File: src/rtl/isat_pkg.sv
// Shared codes, types and constants for the indexed shift array table.
package isat_pkg;

   localparam int DATA_W  = 32;
   localparam int IDX_W   = 4;
   localparam int ACT_W   = 3;
   localparam int STS_W   = 2;
   localparam int LEN_W   = 5;

   localparam logic [ACT_W-1:0] ACT_INSERT = 3'd0;
   localparam logic [ACT_W-1:0] ACT_DELETE = 3'd1;
   localparam logic [ACT_W-1:0] ACT_FIND   = 3'd2;
   localparam logic [ACT_W-1:0] ACT_UPDATE = 3'd3;
   localparam logic [ACT_W-1:0] ACT_READ   = 3'd4;

   localparam logic [STS_W-1:0] STS_OK      = 2'd0;
   localparam logic [STS_W-1:0] STS_BOUNDS  = 2'd1;
   localparam logic [STS_W-1:0] STS_MISSING = 2'd2;

   localparam logic [LEN_W-1:0] LEN_RESET = 5'd16;

   typedef enum logic [3:0] {
      ST_IDLE = 4'b0001,
      ST_EXEC = 4'b0010,
      ST_SCAN = 4'b0100,
      ST_EMIT = 4'b1000
   } ctl_state_type;

   typedef struct packed {
      logic capture;
      logic execute;
      logic scan_step;
      logic load_rsp;
   } ctl_cmd_type;

   typedef struct packed {
      logic is_find;
      logic scan_done;
   } dp_status_type;

endpackage

File: src/rtl/isat_controller.sv
// Sequencing state machine for the indexed shift array table.
module isat_controller
   import isat_pkg::*;
(
   input  logic          clock,
   input  logic          reset,
   input  logic          req_valid,
   output logic          req_stall,
   output logic          rsp_valid,
   input  logic          rsp_stall,
   output ctl_cmd_type   cmd,
   input  dp_status_type sts
);

   ctl_state_type state_ff, state_in;
   logic          rsp_valid_ff, rsp_valid_in;

   always_comb begin
      cmd.capture   = (state_ff == ST_IDLE) && req_valid;
      cmd.execute   = (state_ff == ST_EXEC);
      cmd.scan_step = (state_ff == ST_SCAN);
      cmd.load_rsp  = (state_ff == ST_EMIT) && (!rsp_valid_ff || !rsp_stall);
   end

   always_comb begin
      state_in = state_ff;
      case (state_ff)
         ST_IDLE: begin
            if (req_valid) state_in = ST_EXEC;
         end
         ST_EXEC: begin
            state_in = sts.is_find ? ST_SCAN : ST_EMIT;
         end
         ST_SCAN: begin
            if (sts.scan_done) state_in = ST_EMIT;
         end
         ST_EMIT: begin
            if (cmd.load_rsp) state_in = ST_IDLE;
         end
         default: begin
            state_in = ST_IDLE;
         end
      endcase
   end

   // hold the beat while the far side stalls
   assign rsp_valid_in = cmd.load_rsp | (rsp_valid_ff & rsp_stall);

   always_ff @(posedge clock) begin
      if (reset) begin
         state_ff     <= ST_IDLE;
         rsp_valid_ff <= 1'b0;
      end else begin
         state_ff     <= state_in;
         rsp_valid_ff <= rsp_valid_in;
      end
   end

   assign req_stall = (state_ff != ST_IDLE);
   assign rsp_valid = rsp_valid_ff;

endmodule

File: src/rtl/isat_datapath.sv
// Entry store, shift network, match scan and result registers.
module isat_datapath
   import isat_pkg::*;
#(
   parameter int DEPTH = 16
)
(
   input  logic                     clock,
   input  logic                     reset,
   input  logic [ACT_W-1:0]         req_action,
   input  logic [IDX_W-1:0]         req_index,
   input  logic signed [DATA_W-1:0] req_value,
   input  logic                     csr_wr_en,
   input  logic [LEN_W-1:0]         csr_wr_data,
   input  ctl_cmd_type              cmd,
   output dp_status_type            sts,
   output logic [STS_W-1:0]         rsp_status,
   output logic [IDX_W-1:0]         rsp_position,
   output logic signed [DATA_W-1:0] rsp_data
);

   localparam int NW = $clog2(DEPTH + 1);
   localparam int LW = (NW > LEN_W) ? NW : LEN_W;
   localparam int IW = $clog2(DEPTH);

   logic [ACT_W-1:0]  act_ff;
   logic [IDX_W-1:0]  idx_ff;
   logic [DATA_W-1:0] val_ff;
   logic [LEN_W-1:0]  len_ff;

   logic [DATA_W-1:0] cell_ff [DEPTH];
   logic [DATA_W-1:0] cell_in [DEPTH];

   logic [DEPTH-1:0]  mvec_ff, mvec_in;
   logic [IW-1:0]     cnt_ff;

   logic [STS_W-1:0]  res_status_ff;
   logic [IDX_W-1:0]  res_pos_ff;
   logic [DATA_W-1:0] res_data_ff;

   logic [STS_W-1:0]  rsp_status_ff;
   logic [IDX_W-1:0]  rsp_pos_ff;
   logic [DATA_W-1:0] rsp_data_ff;

   logic [LW-1:0]     len_ext, used_len, idx_ext;
   logic              in_range, modify;
   logic [DATA_W-1:0] rd_data;

   // saturate the programmed length to the store depth
   assign len_ext  = LW'(len_ff);
   assign used_len = (len_ext > LW'(DEPTH)) ? LW'(DEPTH) : len_ext;
   assign idx_ext  = LW'(idx_ff);
   assign in_range = idx_ext < used_len;
   assign modify   = cmd.execute && in_range;

   always_comb begin
      rd_data = '0;
      for (int i = 0; i < DEPTH; i++) begin
         if (idx_ext == LW'(i)) rd_data = rd_data | cell_ff[i];
      end
   end

   always_comb begin
      for (int i = 0; i < DEPTH; i++) begin
         mvec_in[i] = (cell_ff[i] == val_ff) && (LW'(i) < used_len);
      end
   end

   for (genvar g = 0; g < DEPTH; g++) begin : g_cell
      localparam int PREV = (g == 0) ? 0 : g - 1;
      localparam int NEXT = (g == DEPTH - 1) ? g : g + 1;
      always_comb begin
         cell_in[g] = cell_ff[g];
         if (modify) begin
            case (act_ff)
               ACT_INSERT: begin
                  if (idx_ext == LW'(g)) begin
                     cell_in[g] = val_ff;
                  end else if ((LW'(g) > idx_ext) && (LW'(g) < used_len)) begin
                     cell_in[g] = cell_ff[PREV];
                  end
               end
               ACT_DELETE: begin
                  if ((LW'(g) >= idx_ext) && (LW'(g + 1) < used_len)) begin
                     cell_in[g] = cell_ff[NEXT];
                  end
               end
               ACT_UPDATE: begin
                  if (idx_ext == LW'(g)) cell_in[g] = val_ff;
               end
               default: begin
                  cell_in[g] = cell_ff[g];
               end
            endcase
         end
      end
   end

   assign sts.is_find   = (act_ff == ACT_FIND);
   assign sts.scan_done = mvec_ff[cnt_ff] || (cnt_ff == IW'(DEPTH - 1));

   always_ff @(posedge clock) begin
      if (reset) begin
         len_ff <= LEN_RESET;
         for (int i = 0; i < DEPTH; i++) cell_ff[i] <= '0;
      end else begin
         if (csr_wr_en) len_ff <= csr_wr_data;
         for (int i = 0; i < DEPTH; i++) cell_ff[i] <= cell_in[i];
      end
   end

   always_ff @(posedge clock) begin
      if (cmd.capture) begin
         act_ff <= req_action;
         idx_ff <= req_index;
         val_ff <= req_value;
      end
      if (cmd.execute) begin
         mvec_ff       <= mvec_in;
         cnt_ff        <= '0;
         res_status_ff <= ((act_ff <= ACT_READ) && !in_range) ? STS_BOUNDS : STS_OK;
         res_pos_ff    <= idx_ff;
         res_data_ff   <= ((act_ff == ACT_READ) && in_range) ? rd_data : '0;
      end
      if (cmd.scan_step) begin
         if (mvec_ff[cnt_ff]) begin
            res_status_ff <= STS_OK;
            res_pos_ff    <= IDX_W'(cnt_ff);
            res_data_ff   <= '0;
         end else if (cnt_ff == IW'(DEPTH - 1)) begin
            res_status_ff <= STS_MISSING;
            res_pos_ff    <= '0;
            res_data_ff   <= '0;
         end else begin
            cnt_ff <= cnt_ff + 1'b1;
         end
      end
      if (cmd.load_rsp) begin
         rsp_status_ff <= res_status_ff;
         rsp_pos_ff    <= res_pos_ff;
         rsp_data_ff   <= res_data_ff;
      end
   end

   assign rsp_status   = rsp_status_ff;
   assign rsp_position = rsp_pos_ff;
   assign rsp_data     = rsp_data_ff;

endmodule

File: src/rtl/indexed_shift_array_table.sv
// Top level of the indexed shift array table: controller plus datapath.
//
//   channel   direction  handshake              payload
//   req       in         req_valid / req_stall  req_action, req_index, req_value
//   rsp       out        rsp_valid / rsp_stall  rsp_status, rsp_position, rsp_data
//   csr       in         csr_wr_en              csr_wr_data (length in use)
//
// One request at a time. Insert, delete, update, read and unused codes step
// through capture, execute and result load before the next accept.
// Find adds a scan of the registered match vector, one entry a cycle, between
// execute and result load; the scan ends at the first hit or the last entry.
// A stall on rsp holds the result beat; the next request may still be taken,
// and the controller then waits in the result load until the held beat leaves.
// Synchronous reset clears every entry and sets length to 16.
module indexed_shift_array_table
   import isat_pkg::*;
#(
   parameter int DEPTH = 16
)
(
   input  logic                     clock,
   input  logic                     reset,
   // request channel
   input  logic                     req_valid,
   output logic                     req_stall,
   input  logic [ACT_W-1:0]         req_action,
   input  logic [IDX_W-1:0]         req_index,
   input  logic signed [DATA_W-1:0] req_value,
   // result channel
   output logic                     rsp_valid,
   input  logic                     rsp_stall,
   output logic [STS_W-1:0]         rsp_status,
   output logic [IDX_W-1:0]         rsp_position,
   output logic signed [DATA_W-1:0] rsp_data,
   // length register
   input  logic                     csr_wr_en,
   input  logic [LEN_W-1:0]         csr_wr_data
);

   ctl_cmd_type   cmd;
   dp_status_type sts;

   // sequence each request: capture, execute, scan for find, load result
   isat_controller u_ctl (
      .clock     (clock),
      .reset     (reset),
      .req_valid (req_valid),
      .req_stall (req_stall),
      .rsp_valid (rsp_valid),
      .rsp_stall (rsp_stall),
      .cmd       (cmd),
      .sts       (sts)
   );

   // hold the entries, shift them in parallel, search and register the result
   isat_datapath #(
      .DEPTH (DEPTH)
   ) u_dp (
      .clock        (clock),
      .reset        (reset),
      .req_action   (req_action),
      .req_index    (req_index),
      .req_value    (req_value),
      .csr_wr_en    (csr_wr_en),
      .csr_wr_data  (csr_wr_data),
      .cmd          (cmd),
      .sts          (sts),
      .rsp_status   (rsp_status),
      .rsp_position (rsp_position),
      .rsp_data     (rsp_data)
   );

endmodule

File: config.mk
export PLATFORM = sky130hd
export DESIGN_NAME = indexed_shift_array_table
export DESIGN_NICKNAME = d
export VERILOG_FILES = /design/src/rtl/isat_pkg.sv /design/src/rtl/isat_controller.sv /design/src/rtl/isat_datapath.sv /design/src/rtl/indexed_shift_array_table.sv
export SDC_FILE = /design/constraint.sdc
export NUM_CORES = 2
export LEC_CHECK = 0
export ABC_AREA = 0
export BUFFER_PORTS_ARGS = -buffer_cell sky130_fd_sc_hd__buf_2
export CAP_MARGIN = 20
export CORE_AREA = 2 2 317 319
export CTS_CLUSTER_DIAMETER = 60
export DETAILED_ROUTE_END_ITERATION = 10
export DIE_AREA = 0 0 319 321
export SYNTH_ARGS = -nofsm -noshare
export SYNTH_HDL_FRONTEND = slang
export SYNTH_SLANG_ARGS = --single-unit
File: constraint.sdc
create_clock -name clock -period 5.4 [get_ports clock]
set_input_delay 0.54 -clock clock [delete_from_list [all_inputs] [get_ports clock]]
set_output_delay 0.54 -clock clock [all_outputs]
set_load 0.1 [all_outputs]
# ---- Word-level counts from Yosys, hierarchy flattened
# Memory sizes are Yosys's and may differ from the RTL's.
# Cells that the tools add are included.
dict set report op_classes {
  add_sub_neg 1
  n_lt_le_gt_ge 50
  eq_ne 44
  n_mux 154
  bitwise_logic 33
  reduce_logical 60
}
# operator count
set op_table {}
lappend op_table {{32-bit two-way mux} 114}
lappend op_table {{32-bit case mux with 3 select lines} 14}
lappend op_table {{32-bit equality test} 16}
lappend op_table {{32-bit bitwise OR} 15}
lappend op_table {{32-bit case mux with 2 select lines} 2}
lappend op_table {{1-bit logical AND} 51}
lappend op_table {{4-bit two-way mux} 12}
lappend op_table {{4-bit equality test (second input constant)} 10}
lappend op_table {{4-bit by 5-bit < comparator with 1-bit output (first input constant)} 8}
lappend op_table {{4-bit greater-than comparator (first input constant)} 8}
lappend op_table {{4-bit >= comparator (first input constant)} 7}
lappend op_table {{4-bit by 3-bit equality test with 1-bit output (second input constant)} 5}
lappend op_table {{3-bit by 5-bit < comparator with 1-bit output (first input constant)} 4}
lappend op_table {{1-bit bitwise OR} 17}
lappend op_table {{3-bit by 4-bit >= comparator with 1-bit output (first input constant)} 4}
lappend op_table {{3-bit by 4-bit greater-than comparator with 1-bit output (first input constant)} 4}
lappend op_table {{4-bit case mux with 4 select lines} 1}
lappend op_table {{4-bit by 2-bit equality test with 1-bit output (second input constant)} 3}
lappend op_table {{1-bit by 5-bit < comparator with 1-bit output (first input constant)} 2}
lappend op_table {{2-bit by 5-bit < comparator with 1-bit output (first input constant)} 2}
lappend op_table {{4-bit by 1-bit equality test with 1-bit output (second input constant)} 2}
lappend op_table {{1-bit by 4-bit >= comparator with 1-bit output (first input constant)} 2}
lappend op_table {{2-bit by 4-bit >= comparator with 1-bit output (first input constant)} 2}
lappend op_table {{2-bit by 4-bit greater-than comparator with 1-bit output (first input constant)} 2}
lappend op_table {{23 further kinds} 35}
dict set report word_totals {
  regBits 145
  mem_bits_rw 512
  in_bits 49
  output_inout_bits 40
  wordCells 357
  memories 1
}
# name words width read_ports rd_clocked_by_memory_dff write_ports line
set mem_list {}
lappend mem_list {u_dp.cell_ff 16 32 16 0 16 isat_datapath.sv:31} ;# logic [DATA_W-1:0] cell_ff [DEPTH];

# ---- Logic depth before layout (Yosys ltp)
dict set report depth {
  word_depth 37
  depth_mapped 12
  mapped_depth_nobuf 7
}

# ---- Cells and area by module
# A second synthesis with hierarchy kept.
dict set report unflattened {
  cells_unflattened 5353
  hier_area_um2 43699.4
}
# mod instances cells_per_inst area_per_inst_um2 seq_area_each_um2
set modules_own_cells {}
lappend modules_own_cells {isat_datapath 1 5323 43441.7 13983.4}
lappend modules_own_cells {isat_controller 1 30 257.7 100.1}

# ---- Worst setup path before layout
# Ideal clock, no wire load.
dict set report synth_timing {
  path_kind {register to register}
  startpoint {register u_ctl.state_ff[0]}
  endpoint {register u_dp.rsp_data_ff[0] (netlist: u_dp.rsp_data[0]) (enable)}
  setup_ns 0.446
  arrival_ns 2.894
  required_ns 4.954
  slack_ns 2.061
  path_stages_with_launch 3
  path_buffers 0
  synth_period_minus_slack_ns 3.339
  path_cell_list {dfxtp_1 > or4b_2 > a21oi_1}
}
# element line
set synth_rtl {}
lappend synth_rtl {{start, declared} isat_controller.sv:15} ;# ctl_state_type state_ff, state_in;
lappend synth_rtl {{start signal, assigned} isat_controller.sv:54} ;# state_ff <= state_in;
lappend synth_rtl {{end signal, assigned} isat_datapath.sv:141} ;# rsp_data_ff <= res_data_ff;
lappend synth_rtl {{end, declared} isat_datapath.sv:43} ;# logic [DATA_W-1:0] rsp_data_ff;

==> results.py <==
metrics = {
    "detailed_routing": {
        "wire_per_inst_um": 34.5,
        "routed_wirelength_mm": 218,
        "drt_first_pass_iters": 8,
        "drtIter0Drc": 7414,
        "antenna_left": 0,
        "vias": 44500,
        "drc_errors": 0,
        "via_per_inst": 7.06,
    },
    "finish": {
        "finalNonFillerCells": 6302,
        "multiInputGateArea_sq_um": 28000,
        "regArea_sq_um": 14100,
        "final_nets": 4980,
        "fillers": 9620,
        "fin_util_pct": 48.9,
        "synthToLayoutAreaGrowth_pct": 9.99,
        "drive_gt1_share_pct": 12.3,
    },
    "timing": {
        "min_period_over_period_pct": 76.5,
        "relSlewSlack_pct": 17.9,
        "finalSetupViolations": 0,
        "hold_violations": 0,
        "tns_ns": 0,
        "rsz0062_at_grt": "no",
        "fmax_mhz": 242,
        "tightest_slew_ns": 1.22,
        "skew_ns": 0.0400,
        "layout_min_cycle_time_ns": 4.13,
        "report.final.slew_viol_count": 0,
    },
    "worst_setup_path": {
        "r2r_setup_slack_ns": 1.27,
        "arrival_ns": 4.73,
        "start_kind": "register",
        "cp-end-kind": "register",
        "reg2regPathDepth": 8,
        "timing.rr.end": "u_dp.cell_ff[1][19]$_SDFFE_PP0P_",
        "cp_max_fo": 34,
        "cp.required_ns": 6.00,
        "reg2reg_from": "u_dp.len_ext[4]$_SDFFE_PP1P_",
        "path_class": "register to register",
    },
    "yosys": {
        "ys_ff_latch": 657,
        "synthCells": 5168,
        "syn-num-nets": 5221,
        "seq_area_frac_synth_pct": 31.9,
        "synth.most_common_cell": "nor2_1",
        "yosys_warnings": 0,
        "yosysTopAreaCellShare_pct": 25.6,
        "async_flop_share_pct": 0,
        "synth.avg_cell_area_sq_um": 8.55,
        "synth_edf_count": 93,
        "ys.flop_type": "dfxtp_1",
        "yosys.area.top_type": "dfxtp_1",
        "synth_common_cells": "905 x nor2_1, 564 x dfxtp_1, 529 x mux2i_1, 432 x clkbuf_1, 428 x nand2b_1",
        "synth_area_sq_um": 44200,
        "synthTopCellsByArea": "dfxtp_1 26%, mux2i_1 12%, xor2_1 8.4%, o221ai_1 8.2%, nor2_1 7.7%",
        "synth.distinct_cells": 80,
    },
    "clock_tree": {
        "worstSkewPairLatency_ns": 0.69,
        "clk_path_buf_depth": 3,
        "root_buffer": "clkbuf_16",
        "postCtsSetupBuffers": 0,
        "path_clk_slew_ns": 0.06,
        "h-tree-depth": 3,
        "postCtsHoldBufs": 0,
        "cts.sinks": 657,
        "cts-resized-gates": 0,
        "cts_tree": "yes",
        "cts_made_buffers": 89,
    },
    "pwr": {
        "pwr-share-seq_pct": 38.4,
        "leakagePower_uw": 0.0185,
        "p_per_area_nw_per_um2": 276,
        "combPwrFrac_pct": 15.1,
        "p_switching_uw": 4080,
        "peakVddDrop_uv": 238,
        "sw_frac_of_total_pct": 30.5,
        "internal-power_uw": 9300,
        "clock_power_share_pct": 46.5,
    },
    "floorplanning": {
        "die_w_um": 319,
        "io_pins": 89,
        "initial_core_util_pct": 44.5,
        "die_area_sq_um": 102000,
        "rows": 116,
        "core_area_sq_um": 99300,
        "die-height_um": 321,
    },
    "grt": {
        "first_global_vias": 39900,
        "antenna_found_initial": 15,
        "grt-ovfl-total": 0,
        "grt_max_degree": 179,
        "grt_first_pass_wirelength_mm": 304,
        "grt_util_all_layers_pct": 40.6,
    },
    "placed_design": {
        "hpwl_mm": 148,
        "dp.cells": 6126,
        "globalplace.congestion": 1.11,
        "io_buffer_count": 88,
    },
    "min_path": {
        "hp-start": "req_value[15]",
        "min-delay-path-class": "input pin to register",
        "hold_path_end": "u_dp.val_ff[15]$_DFFE_PP_",
        "whs_path_depth": 1,
    },
    "run_status": {
        "status": "completed",
    },
    "flow_run": {
        "maxCapViolations": 0,
    },
}
worst max path at each step:
| stage | startpoint | cells past startpoint | slack, ns | endpoint |
|---|---|---|---|---|
| 3_5_place_dp | u_dp.len_ext[4]$_SDFFE_PP1P_ | 8 | 1.42 | u_dp.cell_ff[1][19]$_SDFFE_PP0P_ |
| 4_1_cts | u_dp.len_ext[4]$_SDFFE_PP1P_ | 8 | 1.41 | u_dp.cell_ff[1][19]$_SDFFE_PP0P_ |
| 2_1_floorplan | u_ctl.state_ff[0]$_SDFFE_PP1P_ | 2 | 2.06 | u_dp.rsp_data[0]$_DFFE_PP_ |
| 6_report | u_dp.len_ext[4]$_SDFFE_PP1P_ | 8 | 1.27 | u_dp.cell_ff[1][19]$_SDFFE_PP0P_ |
| 3_3_place_gp | u_dp.len_ext[4]$_SDFFE_PP1P_ | 8 | 1.49 | u_dp.cell_ff[1][27]$_SDFFE_PP0P_ |
| 5_1_grt | u_dp.len_ext[4]$_SDFFE_PP1P_ | 8 | 1.15 | u_dp.cell_ff[1][19]$_SDFFE_PP0P_ |
state kept, by name, summed over array words and instances (netlist names):
name                count
u_dp.cell_ff          512
u_dp.res_data_ff       32
u_dp.rsp_data          32
u_dp.val_ff            32
u_dp.mvec_ff           16
u_dp.len_ext            5
u_ctl.state_ff          4
u_dp.cnt_ff             4
u_dp.idx_ff             4
u_dp.res_pos_ff         4
u_dp.rsp_position       4
u_dp.act_ff             3
u_dp.res_status_ff      2
u_dp.rsp_status         2
u_ctl.rsp_valid         1
cell usage in the layout (no fill, tap or decap), types with 31 or more instances in the layout:
cell and instances:
nor4_1 115, nand4_1 38, nor2_1 905, a31o_2 31, edfxtp_1 93, nand2_1 60
buf_4 138, xnor2_1 86, a211oi_1 49, nand2b_1 425, a21oi_1 174, dfxtp_1 564
clkbuf_16 90, mux2i_1 529, a211oi_2 50, xor2_1 424, or3b_2 60, buf_2 93
o221ai_1 416, a22oi_1 96, a22o_1 88, a2111oi_0 35, o22a_1 32, nand3_1 86
a222oi_1 33
per-stage QoR:
stage | hold slack, ns | instance area [sq um] | total power (uW) | setup slack [ns]
CTS | 0.0144 | 48500 | 13300 | 1.41
detailed placement | 0.415 | 45400 | 7140 | 1.42
global route | 0.0125 | 48600 | 13600 | 1.15
finish | 0.0233 | 48600 | 13400 | 1.27
floorplan | 0.408 | 44200 | 6420 | 2.06
global placement | 0.412 | 45400 | 7130 | 1.49
critical path, stage by stage, from the launching register on:
cell,delay [ns]
dfxtp_1,0.78
nand2b_1,0.20
ha_1,0.26
a2111oi_4,0.50
o21a_2,0.52
buf_4,0.48
nand3_2,0.64
buf_4,0.44
mux2i_1,0.20
area by class of cell:
type	count	share of cell area, %
Multi-Input combinational cell	3920	57.6
Sequential cell	657	29.0
Timing Repair Buffer	247	3.74
Inverter	12	0.0927
Clock inverter	47	1.16
Clock buffer	117	5.07
Antenna cell	4	0.0206
Tap cell	1298	3.34
per-layer routing:
metal	wire, um	part of all wire (%)	track usage, %	up-vias
li1	-	-	-	18400
met1	80700	37	50.4	21600
met2	89700	41	60.1	3508
met3	28700	13	14.1	939
met4	18400	8.5	25.3	14
met5	214	0.098	0.851	-
power by group through the flow:
stage / Sequential (uW) / Combinational, uW / Clock, uW
3_3_place_gp: 5240 / 1890 / 0
4_1_cts: 5130 / 1910 / 6240
5_1_grt: 5140 / 2070 / 6440
6_report: 5140 / 2020 / 6220
3_5_place_dp: 5240 / 1900 / 0
2_1_floorplan: 5150 / 1270 / 0
cell families (layout without fill, tap and decap cells):
group	count (synthesis)	after routing	share of synthesized area, %
AND/OR/NAND/NOR	1761	1761	19.7
AO/OA/AOI/OAI	1111	1111	20.4
buffers and inverters	591	423	5.69
flip-flops	657	657	31.9
adder cells (fa/ha/maj)	4	4	0.113
multiplexers	534	534	12.1
XOR/XNOR	510	510	10.1
other	0	4	0
(Power assumes the default switching activity.)
